===== src/rtl/slcfr_pkg.sv =====
// ----------------------------------------------------------------------------
// slcfr_pkg
// Constants, types and the CRC-8 fold for the sync/length/CRC-8 frame receiver.
// ----------------------------------------------------------------------------
`timescale 1ns / 1ps
`default_nettype none

package slcfr_pkg;

  localparam int          MAX_LEN_DEFAULT = 64;
  localparam logic [7:0]  SYNC1_BYTE      = 8'hAA;
  localparam logic [7:0]  SYNC2_BYTE      = 8'h55;
  localparam logic [7:0]  CRC_POLY        = 8'h07;
  localparam logic [7:0]  TAG_SPEED       = 8'h01;
  localparam int          FRAME_BYTES     = 9;

  typedef enum logic [2:0] {
    PH_SYNC1   = 3'd0,
    PH_SYNC2   = 3'd1,
    PH_LEN     = 3'd2,
    PH_PAYLOAD = 3'd3,
    PH_CRC     = 3'd4
  } rx_phase_t;

  typedef struct packed {
    logic        hit;
    logic [31:0] left;
    logic [31:0] right;
  } result_t;

  function automatic logic [7:0] crc8_fold(input logic [7:0] crc, input logic [7:0] b);
    logic [7:0] c;
    c = crc ^ b;
    for (int k = 0; k < 8; k++) begin
      if (c[7]) begin
        c = {c[6:0], 1'b0} ^ CRC_POLY;
      end else begin
        c = {c[6:0], 1'b0};
      end
    end
    return c;
  endfunction

endpackage

`default_nettype wire


===== src/rtl/sync_length_crc8_frame_receiver.sv =====
// Result path: an accepted CRC byte waits in the input register, and its
//   result is captured into the result register when the deframer steps.
// Throughput: one byte per cycle; intake stalls only while a result sits
//   in the result register and is not taken.
// Reset: synchronous; clears the hunt phase, CRC, counters and valid flags.
// ----------------------------------------------------------------------------
// sync_length_crc8_frame_receiver
// Deframes 0xAA 0x55 / length / payload / CRC-8 frames and emits speed words.
// ----------------------------------------------------------------------------
`timescale 1ns / 1ps
`default_nettype none

module sync_length_crc8_frame_receiver #(
  parameter int MAX_LEN = slcfr_pkg::MAX_LEN_DEFAULT
) (
  input  wire logic        clk,
  input  wire logic        rst,
  input  wire logic        in_valid,
  output logic             in_ready,
  input  wire logic [7:0]  rx_byte,
  output logic             out_valid,
  input  wire logic        out_ready,
  output logic [31:0]      left_speed_bits,
  output logic [31:0]      right_speed_bits
);

  logic               go;
  logic               step;
  logic [7:0]         byte_q;
  slcfr_pkg::result_t res;

  slcfr_in_stage u_in_stage (
    .clk      (clk),
    .rst      (rst),
    .in_valid (in_valid),
    .in_ready (in_ready),
    .rx_byte  (rx_byte),
    .go       (go),
    .step     (step),
    .byte_q   (byte_q)
  );

  slcfr_deframer #(
    .MAX_LEN (MAX_LEN)
  ) u_deframer (
    .clk    (clk),
    .rst    (rst),
    .step   (step),
    .byte_q (byte_q),
    .res    (res)
  );

  slcfr_out_stage u_out_stage (
    .clk              (clk),
    .rst              (rst),
    .res              (res),
    .go               (go),
    .out_valid        (out_valid),
    .out_ready        (out_ready),
    .left_speed_bits  (left_speed_bits),
    .right_speed_bits (right_speed_bits)
  );

endmodule

`default_nettype wire


===== src/rtl/slcfr_in_stage.sv =====
// ----------------------------------------------------------------------------
// slcfr_in_stage
// Byte input register; releases one item per cycle downstream when go is high.
// ----------------------------------------------------------------------------
`timescale 1ns / 1ps
`default_nettype none

module slcfr_in_stage (
  input  wire logic       clk,
  input  wire logic       rst,
  input  wire logic       in_valid,
  output logic            in_ready,
  input  wire logic [7:0] rx_byte,
  input  wire logic       go,
  output logic            step,
  output logic [7:0]      byte_q
);

  logic hold_valid;

  assign step     = hold_valid & go;
  assign in_ready = ~hold_valid | go;

  always_ff @(posedge clk) begin
    if (rst) begin
      hold_valid <= 1'b0;
    end else if (in_ready) begin
      hold_valid <= in_valid;
    end
  end

  always_ff @(posedge clk) begin
    if (in_valid && in_ready) begin
      byte_q <= rx_byte;
    end
  end

endmodule

`default_nettype wire


===== src/rtl/slcfr_deframer.sv =====
// ----------------------------------------------------------------------------
// slcfr_deframer
// Sync hunt, length check, payload capture, CRC-8 check; a byte a cycle on step.
// ----------------------------------------------------------------------------
`timescale 1ns / 1ps
`default_nettype none

module slcfr_deframer #(
  parameter int MAX_LEN = slcfr_pkg::MAX_LEN_DEFAULT
) (
  input  wire logic          clk,
  input  wire logic          rst,
  input  wire logic          step,
  input  wire logic [7:0]    byte_q,
  output slcfr_pkg::result_t res
);

  localparam int LEN_W = $clog2(MAX_LEN + 1);

  slcfr_pkg::rx_phase_t phase, phase_next;
  logic [LEN_W-1:0]     frame_length, frame_length_next;
  logic [LEN_W-1:0]     byte_index, byte_index_next;
  logic [7:0]           running_crc, running_crc_next;
  logic [7:0]           store [slcfr_pkg::FRAME_BYTES];
  logic                 store_wr;
  logic                 hit;

  always_ff @(posedge clk) begin
    if (rst) begin
      phase        <= slcfr_pkg::PH_SYNC1;
      frame_length <= '0;
      byte_index   <= '0;
      running_crc  <= '0;
    end else if (step) begin
      phase        <= phase_next;
      frame_length <= frame_length_next;
      byte_index   <= byte_index_next;
      running_crc  <= running_crc_next;
    end
  end

  always_comb begin
    phase_next        = phase;
    frame_length_next = frame_length;
    byte_index_next   = byte_index;
    running_crc_next  = running_crc;
    store_wr          = 1'b0;
    hit               = 1'b0;
    case (phase)
      slcfr_pkg::PH_SYNC2: begin
        if (byte_q == slcfr_pkg::SYNC2_BYTE) begin
          phase_next = slcfr_pkg::PH_LEN;
        end else if (byte_q != slcfr_pkg::SYNC1_BYTE) begin
          phase_next = slcfr_pkg::PH_SYNC1;
        end
      end
      slcfr_pkg::PH_LEN: begin
        if ({1'b0, byte_q} > 9'(MAX_LEN)) begin
          phase_next = slcfr_pkg::PH_SYNC1;
        end else begin
          frame_length_next = LEN_W'(byte_q);
          byte_index_next   = '0;
          running_crc_next  = slcfr_pkg::crc8_fold(8'h00, byte_q);
          phase_next = (byte_q == 8'h00) ? slcfr_pkg::PH_CRC : slcfr_pkg::PH_PAYLOAD;
        end
      end
      slcfr_pkg::PH_PAYLOAD: begin
        store_wr         = 1'b1;
        byte_index_next  = byte_index + 1'b1;
        running_crc_next = slcfr_pkg::crc8_fold(running_crc, byte_q);
        if (byte_index_next >= frame_length) begin
          phase_next = slcfr_pkg::PH_CRC;
        end
      end
      slcfr_pkg::PH_CRC: begin
        hit = (byte_q == running_crc) &&
              (frame_length == LEN_W'(slcfr_pkg::FRAME_BYTES)) &&
              (store[0] == slcfr_pkg::TAG_SPEED);
        phase_next = slcfr_pkg::PH_SYNC1;
      end
      default: begin
        phase_next = (byte_q == slcfr_pkg::SYNC1_BYTE) ? slcfr_pkg::PH_SYNC2 :
                                                         slcfr_pkg::PH_SYNC1;
      end
    endcase
  end

  // capture only the bytes a speed frame can use
  always_ff @(posedge clk) begin
    for (int i = 0; i < slcfr_pkg::FRAME_BYTES; i++) begin
      if (step && store_wr && byte_index == LEN_W'(i)) begin
        store[i] <= byte_q;
      end
    end
  end

  assign res.hit   = step & hit;
  assign res.left  = {store[4], store[3], store[2], store[1]};
  assign res.right = {store[8], store[7], store[6], store[5]};

endmodule

`default_nettype wire


===== src/rtl/slcfr_out_stage.sv =====
// ----------------------------------------------------------------------------
// slcfr_out_stage
// Result register holding one speed item until the consumer takes it.
// ----------------------------------------------------------------------------
`timescale 1ns / 1ps
`default_nettype none

module slcfr_out_stage (
  input  wire logic               clk,
  input  wire logic               rst,
  input  wire slcfr_pkg::result_t res,
  output logic                    go,
  output logic                    out_valid,
  input  wire logic               out_ready,
  output logic [31:0]             left_speed_bits,
  output logic [31:0]             right_speed_bits
);

  assign go = ~out_valid | out_ready;

  always_ff @(posedge clk) begin
    if (rst) begin
      out_valid <= 1'b0;
    end else if (res.hit) begin
      out_valid <= 1'b1;
    end else if (out_ready) begin
      out_valid <= 1'b0;
    end
  end

  always_ff @(posedge clk) begin
    if (res.hit) begin
      left_speed_bits  <= res.left;
      right_speed_bits <= res.right;
    end
  end

endmodule

`default_nettype wire


===== config.mk =====
export PLATFORM = sky130hd
export DESIGN_NAME = sync_length_crc8_frame_receiver
export DESIGN_NICKNAME = d
export VERILOG_FILES = /design/src/rtl/slcfr_pkg.sv /design/src/rtl/sync_length_crc8_frame_receiver.sv /design/src/rtl/slcfr_in_stage.sv /design/src/rtl/slcfr_deframer.sv /design/src/rtl/slcfr_out_stage.sv
export SDC_FILE = /design/constraint.sdc
export NUM_CORES = 1
export LEC_CHECK = 0
export BUFFER_PORTS_ARGS = -buffer_cell sky130_fd_sc_hd__buf_4
export CAP_MARGIN = 15
export CORE_MARGIN = 8
export CORE_UTILIZATION = 45
export CTS_BUF_LIST = sky130_fd_sc_hd__clkbuf_2 sky130_fd_sc_hd__clkbuf_4 sky130_fd_sc_hd__clkbuf_8
export DETAILED_ROUTE_END_ITERATION = 16
export GPL_ROUTABILITY_DRIVEN = 0
export SLEW_MARGIN = 20
export SYNTH_ARGS = -nofsm -noshare
export SYNTH_HDL_FRONTEND = slang
export SYNTH_HIERARCHICAL = 1
export SYNTH_SLANG_ARGS = --single-unit

===== constraint.sdc =====
create_clock -name clk -period 13.8 [get_ports clk]
set_input_delay 2.07 -clock clk [delete_from_list [all_inputs] [get_ports clk]]
set_output_delay 2.07 -clock clk [all_outputs]
set_load 0.1 [all_outputs]

# == Word level (Yosys, flattened, before mapping) ==
# Memory sizes are Yosys's and may differ from the RTL's. A register that Yosys moved wholly into a read port is not among the register bits.
# Index checks and enable logic that the tools add are counted.
# word_totals
register_bits,35
ram_bits,72
wordCells,178
n_memories,1
# mem_list
name,depth,word_bits,read_ports,rd_clocked_by_memory_dff,wr,line,source
u_deframer.store,9,8,9,8,1,slcfr_deframer.sv:24,logic [7:0] store [slcfr_pkg::FRAME_BYTES];
# op_classes
n_addsub,1
n_lt_le_gt_ge,2
n_eq_ne,21
mux,94
bitwise,24
reduce_logical,28
# ops
cell,n
8-bit 2-to-1 mux,30
8-bit OR reduction,8
3-bit 2-to-1 mux,21
3-bit inverter,16
4-bit 2-to-1 mux,8
1-bit 2-to-1 mux,31
7-bit by 3-bit equality test with 1-bit output (second input constant),4
8-bit case mux with 2 select lines,1
7-bit by 2-bit equality test with 1-bit output (second input constant),2
7-bit by 4-bit equality test with 1-bit output (second input constant),2
7-bit case mux with 2 select lines,1
1-bit logical AND,13
3-bit case mux with 4 select lines,1
3-bit AND reduction,3
8-bit by 1-bit equality test with 1-bit output (second input constant),1
8-bit by 7-bit equality test with 1-bit output (second input constant),1
8-bit equality test,1
8-bit equality test (second input constant),1
8-bit by 7-bit > comparator with 1-bit output (second input constant),1
8-bit zero test,1
8-bit != test (second input constant),1
8-bit bitwise XOR,1
7-bit by 1-bit adder with 7-bit output (second input constant),1
7-bit by 1-bit equality test with 1-bit output (second input constant),1
other kinds (13),19

# == Logic depth before layout (Yosys ltp) ==
# depth
word_depth,32
depth_mapped,9

# == Hierarchy ==
# Netlist, hierarchy kept.
# modules_own_cells
module,instances,cells_each,area_each_um2,seq_area_each_um2
slcfr_deframer,1,399,4833.4,2662.6
slcfr_out_stage,1,68,1968.1,1941.9
slcfr_in_stage,1,14,302.8,260.2

# == Worst setup path before layout ==
# OpenSTA, ideal clock, no wires.
# synth_path
path_type,input to register
start,in out_ready
end,reg u_out_stage.out_valid
setup_ns,0.081
t_arrival_ns,9.265
required_time_ns,13.719
setup_slack_ns,4.454
stages,6
n_path_buf,0
cell_sequence,nand2b_4 > and2_2 > nand4_1 > nor4_1 > inv_1 > a21oi_2
# synth_lines
item,line,source
start: declaration,sync_length_crc8_frame_receiver.sv:22,"input wire logic out_ready,"
end signal: assignment,slcfr_out_stage.sv:23,out_valid <= 1'b0;
end signal: assignment,slcfr_out_stage.sv:25,out_valid <= 1'b1;
end signal: assignment,slcfr_out_stage.sv:27,out_valid <= 1'b0;
end: declaration,slcfr_out_stage.sv:13,"output logic out_valid,"

# == Worst setup path in the final report ==
# layout_path
start,in out_ready
end,out in_ready
# layout_between
elab_chain_cells,2
# layout_lines
item,line,source
1-bit bitwise OR,slcfr_out_stage.sv:19,assign go = ~out_valid | out_ready;
net go,sync_length_crc8_frame_receiver.sv:27,logic go;
1-bit bitwise OR,slcfr_in_stage.sv:22,assign in_ready = ~hold_valid | go;
end: declaration,sync_length_crc8_frame_receiver.sv:19,"output logic in_ready,"
# The timed path passes the listed nets, and every way through them passes these cells.

==> results.json <==
{
  "design.portCount": 78,
  "postSynthRegisterBits": 171,
  "drt_first_iter_violations": 285,
  "design_area_um2": 7820,
  "postSynthNetCount": 516,
  "floorplan.die.width_um": 142,
  "cts.repair.resized": 0,
  "die_area_um2": 20100,
  "nets": 535,
  "layoutNonFillerInstCount": 729,
  "yosys.cell_types.count": 51,
  "place_inst": 697,
  "post_cts_setup_driven_buffer_insertion_count": 0,
  "route.antenna.remaining_nets": 0,
  "clock_skew_ns": 0.0117,
  "final-hold-violation-count": 0,
  "cts-hold-fix-buffers": 0,
  "layout-drive-gt1-share_pct": 24.6,
  "floorplan.initialDensity_pct": 45.4,
  "areaGrowthSynthToFinish_pct": 10.1,
  "drt_pass1_iterations": 4,
  "post_dp_cell_area_um2": 7430,
  "detailedPlace.worstSlack_ns": 9.03,
  "crit_path_end_kind": "output port",
  "timing.hold.worst.class": "flop to flop",
  "ctsRootBufferMaster": "clkbuf_8",
  "number_of_flops_mapped_to_enable_cells_by_yosys": 144,
  "power_leakage_nw": 2.71,
  "final_min_period_over_clock_period_pct": 34.5,
  "maximum_number_of_pins_on_one_net_before_global_route_repair": 66,
  "die_height_um": 142,
  "cts_made_buffers": 17,
  "report.final.setup_viol": 0,
  "grt_antenna_before_repair": 0,
  "cp_data_required_time_ns": 11.73,
  "max_slew_margin_pct": 44.9,
  "yosysWarningCount": 6,
  "fp.coreArea_um2": 15700,
  "seq_area_frac_synth_pct": 68.5,
  "postSynth.asyncResetShare_pct": 0,
  "clock_path_buffers": 2,
  "postRouteWirelength_um": 12300,
  "nFillCells": 1347,
  "power-per-cell-area_nw_per_um2": 120,
  "arrival_ns": 2.70,
  "rsz0062_at_grt": "no",
  "hold_start": "u_deframer/store[0][32]",
  "tritoncts": "done",
  "std_cell_rows": 46,
  "netlist_area_um2": 7100,
  "via_count_of_the_first_global_routing_pass": 3524,
  "global_route.overflow_total": 0,
  "via_per_inst": 4.76,
  "report.final.slew_viol_count": 0,
  "grt_usage_pct": 12.7,
  "ctsHtreeMaxLevel": 4,
  "result_of_the_run": "finished clean",
  "place_hpwl_um": 8030,
  "worst-slew-pin-transition_ns": 0.826,
  "final.min_clock_period_ns": 4.77,
  "postSynthCellCount": 481,
  "final.setup.tns_ns": 0,
  "num_vias": 3473,
  "power.total_mw": 0.939,
  "port-buffer-count": 77,
  "timing.critical_path.fanout_max": 3,
  "cts.reportedPaths.clkPinSlew_ns": 0.08,
  "worst-setup-path-type": "input pin to output port",
  "worst_slack_ns": 9.03,
  "startpoint_type": "input pin",
  "r2r-start": "u_in_stage/byte_q[3]",
  "launch_point_of_the_critical_path": "out_ready",
  "antenna-diode-count": 0,
  "worst_skew_late_latency_ns": 0.44,
  "postSynthAreaPerCell_um2": 14.8,
  "cap_violations": 0,
  "synthFlopType": "edfxtp_1",
  "peakVddDrop_mv": 0.0621,
  "fmax_ghz": 0.210,
  "clock_sink_count": 171,
  "drt_drc_violations_left": 0,
  "grt_pass1_wl_um": 19300,
  "post_drt_wl_per_cell_um": 16.9
}
-- critical path, stage by stage --
cell and delay, ns:
buf_4 0.11, nand2b_4 0.14, nand2b_4 0.15, buf_4 0.23
-- state kept, by name, summed over array words and instances (netlist names) --
| signal | count |
|---|---|
| u_deframer/running_crc | 8 |
| u_deframer/phase | 3 |
| u_in_stage/hold_valid | 1 |
| u_out_stage/right_speed_bits | 32 |
| u_deframer/byte_index | 7 |
| u_in_stage/byte_q | 8 |
| u_out_stage/left_speed_bits | 32 |
| u_deframer/store | 72 |
| u_out_stage/out_valid | 1 |
| u_deframer/frame_length | 7 |
-- Yosys cell counts (3+ instances only) --
cell / n / area (um2)
or3_1: 3 / 18.8
a21oi_1: 13 / 65.1
o21ai_0: 8 / 40.0
xor2_1: 6 / 52.6
and3_1: 8 / 50.1
edfxtp_1: 144 / 4320
nand2_1: 7 / 26.3
xnor2_1: 34 / 298
nor3_1: 7 / 35.0
nor4_1: 4 / 25.0
nand2b_1: 5 / 31.3
ha_1: 23 / 288
dfxtp_1: 27 / 541
nor2_1: 28 / 105
clkbuf_1: 11 / 41.3
a211oi_1: 8 / 60.1
nand3_1: 6 / 30.0
inv_1: 18 / 67.6
mux2i_1: 11 / 110
nand4_1: 4 / 25.0
buf_4: 66 / 495
-- layout by cell type, fill, tap and decap left out, types with 11 or more instances in the layout --
cell type	instances
xnor2_1	34
ha_1	23
clkbuf_8	20
nor2_1	28
edfxtp_1	144
buf_4	79
a21oi_1	13
inv_1	18
dfxtp_1	27
mux2i_1	11
-- per-stage QoR --
stage,hold slack (ns),utilization (%)
floorplan,0.460,-
finish,0.419,49.9
detailed placement,0.405,47.5
CTS,0.424,49.9
global route,0.427,49.9
global placement,0.402,47.5
-- routing by layer --
layer	up-vias	wire length (um)	global-route usage [%]
met1	1672	5780	16.5
met4	0	150	4.64
met2	94	5650	19.5
met3	10	733	4.27
met5	-	0	0
li1	1697	-	-
-- final cells by class --
class	instances	area (um2)	share of cell area [%]
Clock buffer	24	305	3.90
Clock inverter	8	85.1	1.09
Inverter	18	67.6	0.864
Multi-Input combinational cell	213	1630	20.9
Sequential cell	171	4860	62.2
Tap cell	216	270	3.46
Timing Repair Buffer	79	593	7.59
-- power breakdown --
group / switching (mW) / leakage (nW) / internal, mW
logic: 0.0166 / 0.994 / 0.0163
registers: 0.0104 / 1.52 / 0.559
clock network: 0.170 / 0.198 / 0.167
total: 0.197 / 2.71 / 0.742
-- cells by family (layout without fill, tap and decap cells) --
| kind of cell | Yosys count | after routing | share of synthesized area, % |
|---|---|---|---|
| AND/OR/NAND/NOR | 96 | 96 | 7.94 |
| AO/OA/AOI/OAI | 41 | 41 | 3.95 |
| flip-flops | 171 | 171 | 68.5 |
| buffers and inverters | 97 | 129 | 8.63 |
| multiplexers | 12 | 12 | 1.71 |
| adder cells (fa/ha/maj) | 23 | 23 | 4.05 |
| XOR/XNOR | 41 | 41 | 5.25 |
-- final timing paths --
check	to	slack, ns	depth (start not counted)
setup / recovery	in_ready	9.03	4
hold / removal	u_out_stage/left_speed_bits[24]	0.42	0
setup reg to reg	u_out_stage/right_speed_bits[29]	11.00	5
hold reg to reg	u_out_stage/left_speed_bits[24]	0.42	0
Note: power is estimated with default switching activity, not from simulation.
